===== src/sv/bfs_pkg.sv =====
// Package: sizes, op codes, summary structs and helper functions for the bitmap block.
`default_nettype none
package bfs_pkg;

  localparam int BITS      = 1024;
  localparam int WORD_BITS = 64;
  localparam int NWORDS    = (BITS + WORD_BITS - 1) / WORD_BITS;
  localparam int WORD_AW   = (NWORDS > 1) ? $clog2(NWORDS) : 1;
  localparam int BIT_AW    = $clog2(WORD_BITS);
  localparam int IDX_W     = 10;
  localparam int OP_W      = 3;

  localparam logic [OP_W-1:0] OP_TEST  = 3'd0;
  localparam logic [OP_W-1:0] OP_WRITE = 3'd1;
  localparam logic [OP_W-1:0] OP_FLIP  = 3'd2;
  localparam logic [OP_W-1:0] OP_FILL  = 3'd3;
  localparam logic [OP_W-1:0] OP_FIND  = 3'd4;

  typedef logic [WORD_BITS-1:0] word_t;
  typedef logic [WORD_AW-1:0]   waddr_t;
  typedef logic [BIT_AW-1:0]    baddr_t;

  typedef enum logic [1:0] {
    ST_IDLE,
    ST_EXEC,
    ST_SRCH
  } state_t;

  // Update of one word's summary, or a whole-map fill.
  typedef struct packed {
    logic   wr;
    logic   fill;
    logic   fill_val;
    waddr_t word;
    logic   nz;
    logic   full;
  } sum_upd_t;

  // Summary answers for the controller.
  typedef struct packed {
    logic   hit;
    waddr_t fword;
    logic   stale;
    logic   fill_val;
    logic   all_clear;
    logic   all_set;
  } sum_qry_t;

  // Positions of word k that lie below BITS.
  function automatic word_t valid_mask(input waddr_t k);
    int rem;
    rem = BITS - int'(k) * WORD_BITS;
    if (rem >= WORD_BITS) return '1;
    return (word_t'(1) << rem) - word_t'(1);
  endfunction

  function automatic baddr_t first_one_word(input word_t c);
    baddr_t r;
    r = '0;
    for (int i = WORD_BITS - 1; i >= 0; i--) begin
      if (c[i]) r = baddr_t'(i);
    end
    return r;
  endfunction

  function automatic waddr_t first_one_map(input logic [NWORDS-1:0] c);
    waddr_t r;
    r = '0;
    for (int i = NWORDS - 1; i >= 0; i--) begin
      if (c[i]) r = waddr_t'(i);
    end
    return r;
  endfunction

endpackage
`default_nettype wire


===== src/sv/bfs_word_ram.sv =====
// Word store of the bitmap: one write port, one registered read port.
`default_nettype none
module bfs_word_ram (
  input  wire logic            clk,
  input  wire logic            rd_en,
  input  wire bfs_pkg::waddr_t rd_addr,
  output bfs_pkg::word_t       rd_data,
  input  wire logic            wr_en,
  input  wire bfs_pkg::waddr_t wr_addr,
  input  wire bfs_pkg::word_t  wr_data
);
  import bfs_pkg::*;

  word_t mem [NWORDS];
  word_t rd_data_r;

  always_ff @(posedge clk) begin
    if (wr_en) begin
      mem[wr_addr] <= wr_data;
    end
  end

  always_ff @(posedge clk) begin
    if (rd_en) begin
      rd_data_r <= mem[rd_addr];
    end
  end

  assign rd_data = rd_data_r;

endmodule
`default_nettype wire


===== src/sv/bfs_summary.sv =====
// Per-word summary flags, fill-pending marks and the word-level search.
`default_nettype none
module bfs_summary (
  input  wire logic              clk,
  input  wire logic              rst_n,
  input  wire bfs_pkg::sum_upd_t upd,
  input  wire logic              q_val,
  input  wire bfs_pkg::waddr_t   q_word,
  output bfs_pkg::sum_qry_t      qry
);
  import bfs_pkg::*;

  logic [NWORDS-1:0] nz_r, nz_nxt;
  logic [NWORDS-1:0] full_r, full_nxt;
  logic [NWORDS-1:0] stale_r, stale_nxt;
  logic              fill_val_r, fill_val_nxt;
  logic [NWORDS-1:0] cand;

  always_comb begin
    nz_nxt       = nz_r;
    full_nxt     = full_r;
    stale_nxt    = stale_r;
    fill_val_nxt = fill_val_r;
    if (upd.fill) begin
      // mark every word as holding the fill pattern
      stale_nxt    = '1;
      fill_val_nxt = upd.fill_val;
      nz_nxt       = {NWORDS{upd.fill_val}};
      full_nxt     = {NWORDS{upd.fill_val}};
    end else if (upd.wr) begin
      stale_nxt[upd.word] = 1'b0;
      nz_nxt[upd.word]    = upd.nz;
      full_nxt[upd.word]  = upd.full;
    end
  end

  always_ff @(posedge clk) begin
    if (!rst_n) begin
      nz_r       <= '0;
      full_r     <= '0;
      stale_r    <= '1;
      fill_val_r <= 1'b0;
    end else begin
      nz_r       <= nz_nxt;
      full_r     <= full_nxt;
      stale_r    <= stale_nxt;
      fill_val_r <= fill_val_nxt;
    end
  end

  assign cand = q_val ? nz_r : ~full_r;

  always_comb begin
    qry.hit       = |cand;
    qry.fword     = first_one_map(cand);
    qry.stale     = stale_r[q_word];
    qry.fill_val  = fill_val_r;
    qry.all_clear = ~|nz_nxt;
    qry.all_set   = &full_nxt;
  end

endmodule
`default_nettype wire


===== src/sv/bitmap_find_first_set_clear_top.sv =====
// Top level: allocation bitmap with bit test/write/flip, fill and find-first.
//
// Usage: present in_op, in_index and in_value with start high; the request
// transfers at the rising edge where start is high and busy is low. busy
// rises right after the transfer and stays high while the request runs.
// Each request yields one result, shown on the out_ ports for exactly one
// cycle with out_valid high; the receiver cannot stall, so take it then.
// Test, write, flip and fill pass through the exec state, a find through
// exec and then search; out_valid is registered from the last of these. A
// new request transfers only once busy is low again. The store's read is
// registered: the word is read at the transfer, then modified, written back
// and the result registered in exec. A find reads the word at in_index (for
// out_bit_value), then the first candidate picked by the per-word summary flags.
// Fill only rewrites the summary and marks every word as holding the fill
// pattern, so it takes no sweep through the store.
// Reset: synchronous, active low; the map reads as all zeros right after
// reset, with no clearing pass, and the block is idle.
`default_nettype none
module bitmap_find_first_set_clear_top (
  input  wire logic                  clk,
  input  wire logic                  rst_n,
  input  wire logic                  start,
  output logic                       busy,
  input  wire logic [2:0]            in_op,
  input  wire logic [9:0]            in_index,
  input  wire logic                  in_value,
  output logic                       out_valid,
  output logic                       out_bit_value,
  output logic                       out_found,
  output logic [9:0]                 out_found_index,
  output logic                       out_all_clear,
  output logic                       out_all_set
);
  import bfs_pkg::*;

  state_t          state_r, state_nxt;
  logic [OP_W-1:0] op_r;
  waddr_t          word_r;
  baddr_t          bit_r;
  logic            inrng_r;
  logic            val_r;
  logic            hit_r;
  waddr_t          fword_r;
  logic            stale_r;
  logic            fillv_r;
  logic            before_r;

  logic            rd_en;
  waddr_t          rd_addr;
  word_t           rd_data;
  logic            done;
  sum_upd_t        upd;
  sum_qry_t        qry;

  waddr_t          cur_word;
  word_t           cur_mask;
  word_t           w;
  logic            before_bit;
  logic            new_bit;
  word_t           nw;
  word_t           cand;

  logic            out_valid_r;
  logic            out_bit_r;
  logic            out_found_r;
  logic [IDX_W-1:0] out_fidx_r;
  logic            out_ac_r;
  logic            out_as_r;

  // ---------------------------------------------------------------------
  // Control: idle -> exec (read, modify, write back) -> optional search
  // ---------------------------------------------------------------------
  always_ff @(posedge clk) begin
    if (!rst_n) begin
      state_r <= ST_IDLE;
    end else begin
      state_r <= state_nxt;
    end
  end

  always_comb begin
    state_nxt = state_r;
    rd_en     = 1'b0;
    rd_addr   = in_index[IDX_W-1:BIT_AW];
    done      = 1'b0;
    unique case (state_r)
      ST_IDLE: begin
        if (start) begin
          rd_en     = 1'b1;
          state_nxt = ST_EXEC;
        end
      end
      ST_EXEC: begin
        if (op_r == OP_FIND) begin
          // second read: first word that holds the searched value
          rd_en     = 1'b1;
          rd_addr   = fword_r;
          state_nxt = ST_SRCH;
        end else begin
          done      = 1'b1;
          state_nxt = ST_IDLE;
        end
      end
      ST_SRCH: begin
        done      = 1'b1;
        state_nxt = ST_IDLE;
      end
      default: begin
        state_nxt = ST_IDLE;
      end
    endcase
  end

  assign busy = (state_r != ST_IDLE);

  // Capture the request at the transfer.
  always_ff @(posedge clk) begin
    if (!busy && start) begin
      op_r    <= in_op;
      word_r  <= in_index[IDX_W-1:BIT_AW];
      bit_r   <= in_index[BIT_AW-1:0];
      inrng_r <= (int'(in_index) < BITS);
      val_r   <= in_value;
      hit_r   <= qry.hit;
      fword_r <= qry.fword;
    end
  end

  // Fill-pending mark of the word being read travels with its data.
  always_ff @(posedge clk) begin
    if (rd_en) begin
      stale_r <= qry.stale;
      fillv_r <= qry.fill_val;
    end
  end

  always_ff @(posedge clk) begin
    if (state_r == ST_EXEC) begin
      before_r <= before_bit;
    end
  end

  // ---------------------------------------------------------------------
  // Datapath: effective word, bit modify, in-word priority encode
  // ---------------------------------------------------------------------
  assign cur_word   = (state_r == ST_SRCH) ? fword_r : word_r;
  assign cur_mask   = valid_mask(cur_word);
  assign w          = stale_r ? (fillv_r ? cur_mask : '0) : rd_data;
  assign before_bit = inrng_r & w[bit_r];
  assign new_bit    = (op_r == OP_WRITE) ? val_r : ~before_bit;
  assign nw         = (w & ~(word_t'(1) << bit_r)) | (word_t'(new_bit) << bit_r);
  assign cand       = (val_r ? w : ~w) & cur_mask;

  always_comb begin
    upd          = '0;
    upd.word     = word_r;
    upd.fill_val = val_r;
    upd.nz       = |(nw & cur_mask);
    upd.full     = ((nw & cur_mask) == cur_mask);
    if (state_r == ST_EXEC) begin
      upd.wr   = inrng_r && ((op_r == OP_WRITE) || (op_r == OP_FLIP));
      upd.fill = (op_r == OP_FILL);
    end
  end

  bfs_word_ram u_ram (
    .clk     (clk),
    .rd_en   (rd_en),
    .rd_addr (rd_addr),
    .rd_data (rd_data),
    .wr_en   (upd.wr),
    .wr_addr (word_r),
    .wr_data (nw)
  );

  bfs_summary u_summary (
    .clk    (clk),
    .rst_n  (rst_n),
    .upd    (upd),
    .q_val  (in_value),
    .q_word (rd_addr),
    .qry    (qry)
  );

  // ---------------------------------------------------------------------
  // Result register: one-cycle strobe, no back-pressure
  // ---------------------------------------------------------------------
  always_ff @(posedge clk) begin
    if (!rst_n) begin
      out_valid_r <= 1'b0;
    end else begin
      out_valid_r <= done;
    end
  end

  always_ff @(posedge clk) begin
    if (done) begin
      out_ac_r <= qry.all_clear;
      out_as_r <= qry.all_set;
      if (state_r == ST_SRCH) begin
        out_bit_r   <= before_r;
        out_found_r <= hit_r;
        out_fidx_r  <= hit_r ? IDX_W'({fword_r, first_one_word(cand)}) : '0;
      end else begin
        out_bit_r   <= before_bit;
        out_found_r <= 1'b0;
        out_fidx_r  <= '0;
      end
    end
  end

  assign out_valid       = out_valid_r;
  assign out_bit_value   = out_bit_r;
  assign out_found       = out_found_r;
  assign out_found_index = out_fidx_r;
  assign out_all_clear   = out_ac_r;
  assign out_all_set     = out_as_r;

  // ---------------------------------------------------------------------
  // Assertions
  // ---------------------------------------------------------------------
  a_transfer_busy: assert property (@(posedge clk) disable iff (!rst_n)
    (start && !busy) |=> busy)
    else $error("busy did not rise after a transfer");

  a_exec_result: assert property (@(posedge clk) disable iff (!rst_n)
    (state_r == ST_EXEC && op_r != OP_FIND) |=> out_valid)
    else $error("no result after a non-find request");

  a_result_idle: assert property (@(posedge clk) disable iff (!rst_n)
    out_valid |-> !busy)
    else $error("result shown while a request is still running");

  a_miss_zero: assert property (@(posedge clk) disable iff (!rst_n)
    (out_valid && !out_found) |-> (out_found_index == '0))
    else $error("found_index nonzero without a hit");

  a_clear_set: assert property (@(posedge clk) disable iff (!rst_n)
    out_valid |-> !(out_all_clear && out_all_set))
    else $error("map reported both all clear and all set");

endmodule
`default_nettype wire

===== config.mk =====
export PLATFORM = sky130hd
export DESIGN_NAME = bitmap_find_first_set_clear_top
export DESIGN_NICKNAME = d
export VERILOG_FILES = /design/src/sv/bfs_pkg.sv /design/src/sv/bfs_word_ram.sv /design/src/sv/bfs_summary.sv /design/src/sv/bitmap_find_first_set_clear_top.sv
export SDC_FILE = /design/constraint.sdc
export NUM_CORES = 2
export LEC_CHECK = 0
export BUFFER_PORTS_ARGS = -buffer_cell sky130_fd_sc_hd__buf_4
export CAP_MARGIN = 15
export CORE_MARGIN = 2
export CORE_UTILIZATION = 30
export CTS_CLUSTER_DIAMETER = 200
export DETAILED_ROUTE_END_ITERATION = 8
export SLEW_MARGIN = 25
export SYNTH_ARGS = -nofsm -noshare
export SYNTH_HDL_FRONTEND = slang
export SYNTH_SLANG_ARGS = --single-unit

===== constraint.sdc =====
create_clock -name clk -period 15.5 [get_ports clk]
set_input_delay 3.1 -clock clk [delete_from_list [all_inputs] [get_ports clk]]
set_output_delay 3.1 -clock clk [all_outputs]
set_load 0.05 [all_outputs]

======== Yosys cells after proc, flatten, opt, wreduce, memory -nomap -nowiden ========
Memories as Yosys holds them, arrays and structs flattened. A register that Yosys moved wholly into a read port is not among the register bits.
Cells that the tools add are included.
storage, ports and cells
  output and inout bits ................... 16
  memory bits (writable) .................. 1024
  bits in registers ....................... 88
  memories kept ........................... 1
memories
  memory     words  width  read ports  clocked after memory_dff  write ports  RTL line            source
  u_ram.mem  16     64     1           1                         1            bfs_word_ram.sv:14  word_t mem [NWORDS];
cells by class
  equal/unequal tests ..................... 8
  $add $sub $neg .......................... 2
  shift operators ......................... 3
  bitwise logic cells ..................... 13
  $lt $le $gt $ge ......................... 5
  reduce and logical (&&, ||, !) cells .... 22
  multiplexer cells ....................... 113
operators with widths
  cell                                                count
  2-to-1 mux 64 bit                                   5
  bitwise AND 64 bit                                  3
  2-to-1 mux 6 bit                                    32
  inverter 64 bit                                     2
  2-to-1 mux 16 bit                                   5
  2-to-1 mux 5 bit                                    16
  2-to-1 mux 4 bit                                    19
  == test 64 bit                                      1
  OR 64 bit                                           1
  OR reduction 64 bit                                 1
  << shifter 1 x 32 -> 64 bit, first input constant   1
  << shifter 1 x 6 -> 64 bit                          1
  << shifter 1 x 6 -> 64 bit, first input constant    1
  subtractor 64 x 1 -> 64 bit, second input constant  1
  OR reduction 34 bit                                 1
  bitwise mux 16 bit                                  2
  inverter 16 bit                                     2
  OR reduction 16 bit                                 2
  2-to-1 mux 3 bit                                    8
  OR reduction 18 bit                                 1
  bitwise AND 16 bit                                  1
  AND reduction 16 bit                                1
  2-to-1 mux 2 bit                                    7
  2-to-1 mux 1 bit                                    13
  29 further kinds                                    39

======== Depth between registers and ports, before layout ========
  depth in word-level cells ............... 74
  depth in mapped cells ................... 22

======== Cells and area by module ========
Synthesis repeated with hierarchy kept, for this count alone.
second synthesis, totals
  cell total of the unflattened synthesis .. 3110
  area total of the unflattened synthesis .. 50274.5 um^2
by module, submodules not included
  module                           instances  cells each  area an instance (um^2)
  bfs_word_ram                     1          1647        40222.3
  bitmap_find_first_set_clear_top  1          1119        7347.0
  bfs_summary                      1          344         2705.1

======== Least setup slack after synthesis ========
No wires, ideal clock.
  kind .................................... register to register
  start ................................... reg state_r[1]
  end ..................................... reg out_as_r (netlist: out_all_set) (data pin)
  buffers on the path ..................... 0
  stages on the path, launching flop included .. 11
  data arrival time ....................... 7.075 ns
  slack ................................... 8.267 ns
  required time ........................... 15.341 ns
  period minus slack after synthesis ...... 7.233 ns
  path through ............................ dfxtp_1 inv_1 ha_1 or3b_2 or2_2 nor3_1 o22ai_1 nor2_1 nand3_1 or4_1 a22oi_1
RTL lines
  element                 RTL line                                source
  from (decl)             bitmap_find_first_set_clear_top.sv:36   state_t state_r, state_nxt;
  from (signal assigned)  bitmap_find_first_set_clear_top.sv:77   state_r <= state_nxt;
  to (signal assigned)    bitmap_find_first_set_clear_top.sv:199  out_as_r <= qry.all_set;
  to (decl)               bitmap_find_first_set_clear_top.sv:68   logic out_as_r;

======== Worst setup path in the final report ========
  start ................................... reg state_r[0]
  end ..................................... reg u_summary.nz_r[7]
on the way
  word-level cells in the longest chain between the ends .. 19
  elaborated cells on any way between the ends .. 24
  classes of those cells .................. 2 x add/sub; 1 x order compare; 2 x eq/ne; 2 x shift; 12 x mux; 4 x bitwise; 1 x reduce/logical
RTL lines
  element                                                                       RTL line                                source
  == test 2 bit (*)                                                             bitmap_find_first_set_clear_top.sv:146  assign cur_word = (state_r == ST_SRCH) ? fword_r : word_r;
  2-to-1 mux 4 bit (*)                                                          bitmap_find_first_set_clear_top.sv:146
  subtractor 11 x 10 -> 12 bit (*)                                              bfs_pkg.sv:52                           rem = BITS - int'(k) * WORD_BITS;
  << shifter 1 x 32 -> 64 bit or >= comparator 12 x 8 -> 1 bit (tied branches)  bfs_pkg.sv:54, bfs_pkg.sv:53
  subtractor 64 x 1 -> 64 bit or 2-to-1 mux 1 bit (tied branches)               bfs_pkg.sv:54, bfs_pkg.sv:53
  2-to-1 mux 64 bit (*)                                                         bfs_pkg.sv:54                           return (word_t'(1) << rem) - word_t'(1);
  2-to-1 mux 64 bit (*) (2 in a row)                                            bitmap_find_first_set_clear_top.sv:148  assign w = stale_r ? (fillv_r ? cur_mask : '0) : rd_data;
  binary-select mux 1 bit (select 6 bit)                                        bitmap_find_first_set_clear_top.sv:149  assign before_bit = inrng_r & w[bit_r];
  [... 3 more ...]                                                              --
  << shifter 1 x 6 -> 64 bit                                                    bitmap_find_first_set_clear_top.sv:151  assign nw = (w & ~(word_t'(1) << bit_r)) | (word_t'(new_bit) << bit_r);
  OR 64 bit (*)                                                                 bitmap_find_first_set_clear_top.sv:151
  named net nw[42]                                                              bitmap_find_first_set_clear_top.sv:60   word_t nw;
  bitwise AND 64 bit (*)                                                        bitmap_find_first_set_clear_top.sv:158  upd.nz = |(nw & cur_mask);
  OR reduction 64 bit (*)                                                       bitmap_find_first_set_clear_top.sv:158
  bitwise mux 16 bit (*)                                                        bfs_summary.sv:32                       nz_nxt[upd.word] = upd.nz;
  2-to-1 mux 16 bit (*)                                                         bfs_summary.sv:30                       end else if (upd.wr) begin
  2-to-1 mux 16 bit (*)                                                         bfs_summary.sv:24                       if (upd.fill) begin
  to (signal assigned)                                                          bfs_summary.sv:44                       nz_r <= nz_nxt;
  to (decl)                                                                     bfs_summary.sv:13                       logic [NWORDS-1:0] nz_r, nz_nxt;
The timed path passes the listed nets; every way through them passes the cells marked *. The select of a mux whose other input is x is not followed.
A chain may end at the register's enable or synchronous reset.

==> results.md <==
- Total gr overflow: 0
- Final max-slew violation count: 0
- DR pass1 iterations: 6
- Crit path max fanout: 31
- Die Wd: 417 um
- Final setup vio count: 0
- Worst Path Arrival: approximately 7.4 ns
- Syn Inst Count: 3329
- Synth top area share: between 60 and 70%
- Pin count of the biggest net entering global routing: 137
- PwrDens: between 100 and 150 nW/um2
- Worst Skew: roughly 0.033 ns
- Total core area: around 170000 um2
- Clock sink total: about 1200
- Clock root cell: clkbuf_16
- #FFs+latches synth: around 1200
- Pwr Total: just over 7000 uW
- Avg WL per Cell: 28.5 um
- Syn Area/Cell: between 15 and 20 um2
- Top_reg_cell synth: edfxtp_1
- Maxcap violations: 0
- Starting Density: a little under a third
- Routability congestion estimate: between 1 and 1.5
- CTS tree: done
- Layout cell share with drive strength beyond 1: about 19%
- CTS Hold Bufs: 0
- Start point of the worst hold path: u_summary.stale_r[14]$_SDFFE_PP1P_
- Rows: roughly 150
- Post-layout min period: just under 7 ns
- Post_cts resized: 0
- CP startpoint: state_r[0]$_SDFFE_PN0P_
- Via count normalized by instance count: 5.64
- Yosys cell types: 90
- Total of warnings raised by yosys: 0
- IO Pins: 33
- Fillers: roughly 16000
- EDFF count, synth: 1124
- Worst r2r src: state_r[0]$_SDFFE_PN0P_
- Final WL: around 160 mm
- Hold Fails Final Rpt: 0
- Req. time, crit path: 16.10 ns
- LEAKAGE: 0.0181 uW
- Post-route DRC: 0
- Type of the worst min-delay path: reg -> reg
- Overall Global Routing Usage: 18.3%
- Reg clk slew, reported paths: 0.06 ns
- Flop2flop setup slack: around 9 ns
- Nets: 3402
- CTS Buffer Depth: 3
- Largest area contributor in the netlist: edfxtp_1
- Vias: about 32000
- CTS Buf Count: between 100 and 150
- Worst-margin pin slew: 1.20 ns
- Vert. Die Dim: ~420 um
- Clock Latency Late Sink: 0.76 ns
- 1st-iter DRT viols: roughly 4500
- Post-DRT Antenna Nets: 0
- Dpl hpwl: 96.1 mm
- Setup Crit Path Kind: reg -> reg
- CP startpoint kind: flip-flop
- Sequential area share after synthesis: roughly 68%
- Mapped cell area: 51200 um2
- Final Util: 34.3%
- Area Overhead vs Synth: 13.7%
- Vias in the first global route: about 31000
- Initial antenna violation count: 4
- Hold Slack: 0.446 ns
- Top cells by area, synth: edfxtp_1, mux4_2, nand2_1
- RSZ-0062 raised after global routing: no
- Async S/R FF share, synth: 0%
- H-tree depth: 3
- Fmax: around 150 MHz
- Tcrit/Tclk final: 43.6%
- Slew margin rel.: between 10% and 20%
- Status: finished, final reports clean
- Count leader, synth: edfxtp_1
- VDD IR max: approximately 0.091 mV
- Setup tns final: 0 ns
- Syn Nets: about 3400
- Die area: 174000 um2
- Global-route wire length before repair: around 230 mm
- Critical Path End Type: flip-flop
- Commonest cells in the synthesized netlist: edfxtp_1, nand2_1, mux4_2, a21oi_1
- Port buffer count: 32
- Setup Fix Bufs, Post-CTS: 0
## cell type report
class                           instances  area, um2  area share, %
Sequential cell                      1176      34800           59.8
Multi-Input combinational cell       1873      15400           26.5
Clock buffer                          148       3180           5.46
Tap cell                             2218       2780           4.77
Timing Repair Buffer                  156       1180           2.03
Clock inverter                         72        621           1.07
Inverter                               53        236          0.406
Antenna cell                            2       5.00        0.00860
## cells by family (layout without fill, tap and decap cells)
logic type               count (synthesis)  after routing  synth area share, %
flip-flops                            1176           1176                 68.0
AND/OR/NAND/NOR                        863            863                 8.28
AO/OA/AOI/OAI                          700            700                 8.92
multiplexers                           299            299                 12.3
buffers and inverters                  280            429                 2.27
XOR/XNOR                                 6              6                0.103
adder cells (fa/ha/maj)                  5              5                0.122
other                                    0              2                    0
## final timing paths
kind	end	cells after the start
min	u_summary.stale_r[14]$_SDFFE_PP1P_	1
max	u_summary.nz_r[7]$_SDFF_PN0_	18
min reg2reg	u_summary.stale_r[14]$_SDFFE_PP1P_	1
max reg2reg	u_summary.nz_r[7]$_SDFF_PN0_	18
## state kept, by name, indices dropped and copies added, names as in the netlist, 2 cells and up
name and count:
u_ram.mem 1024, u_ram.rd_data 64, u_summary.full_r 16, u_summary.nz_r 16
u_summary.stale_r 16, out_found_index 10, bit_r 6, fword_r 4
word_r 4, op_r 3, state_r 2
## worst max-delay path, cell delays in order, from the launching register on
cell,delay [ns]
dfxtp_1,0.33
inv_1,0.08
ha_1,0.55
mux2i_4,0.42
ha_1,0.21
nor3_1,0.06
o211a_1,0.27
a21o_1,0.40
buf_4,0.30
nor4_1,0.63
nor4_4,0.13
a21oi_4,0.51
buf_4,0.55
a21oi_1,0.13
buf_4,0.23
nor4_1,0.56
nand4b_1,0.77
nand3_1,0.33
a31oi_1,0.11
## metal layers
metal	part of all wire (%)	vias to the layer above	track usage [%]
met5	0.0080	-	0
met2	46	1572	28.4
met4	3.6	2	6.47
met3	8.5	306	3.85
met1	42	16700	25.4
li1	-	13500	-
## metrics by stage
| step | worst slack, ns | cell area [um2] | std cells |
|---|---|---|---|
| 6_report | 8.75 | 58200 | 5698 |
| 5_1_grt | 8.57 | 58200 | 5696 |
| 4_1_cts | 9.04 | 58200 | 5696 |
| 3_5_place_dp | 8.41 | 54400 | 5476 |
| 3_3_place_gp | 8.43 | 54300 | 5470 |
| 2_1_floorplan | 8.27 | 51200 | 3329 |
## layout by cell type, fill, tap and decap left out, types with 21 or more instances in the layout
cell type and n:
inv_1 36, o21ai_0 115, clkbuf_1 22, nand3_1 60
nand2b_1 22, a21oi_1 144, o22ai_1 27, o31ai_1 21
nand2_1 295, nor2b_1 48, dfxtp_1 52, nor2_1 143
a21o_1 24, a31oi_1 95, mux2i_1 21, nor3_1 110
and2_1 75, mux4_2 263, a211oi_1 97, edfxtp_1 1124
clkinv_1 32, clkbuf_16 122, buf_4 149
## report_power, final
part / switching [uW] / internal [uW] / total, uW / leakage [uW]
registers: 66.7 / 3580 / 3650 / 0.0106
logic: 479 / 218 / 697 / 0.00563
clock network: 1200 / 1600 / 2800 / 0.00186
No activity file was read; power rests on OpenSTA's default activity.
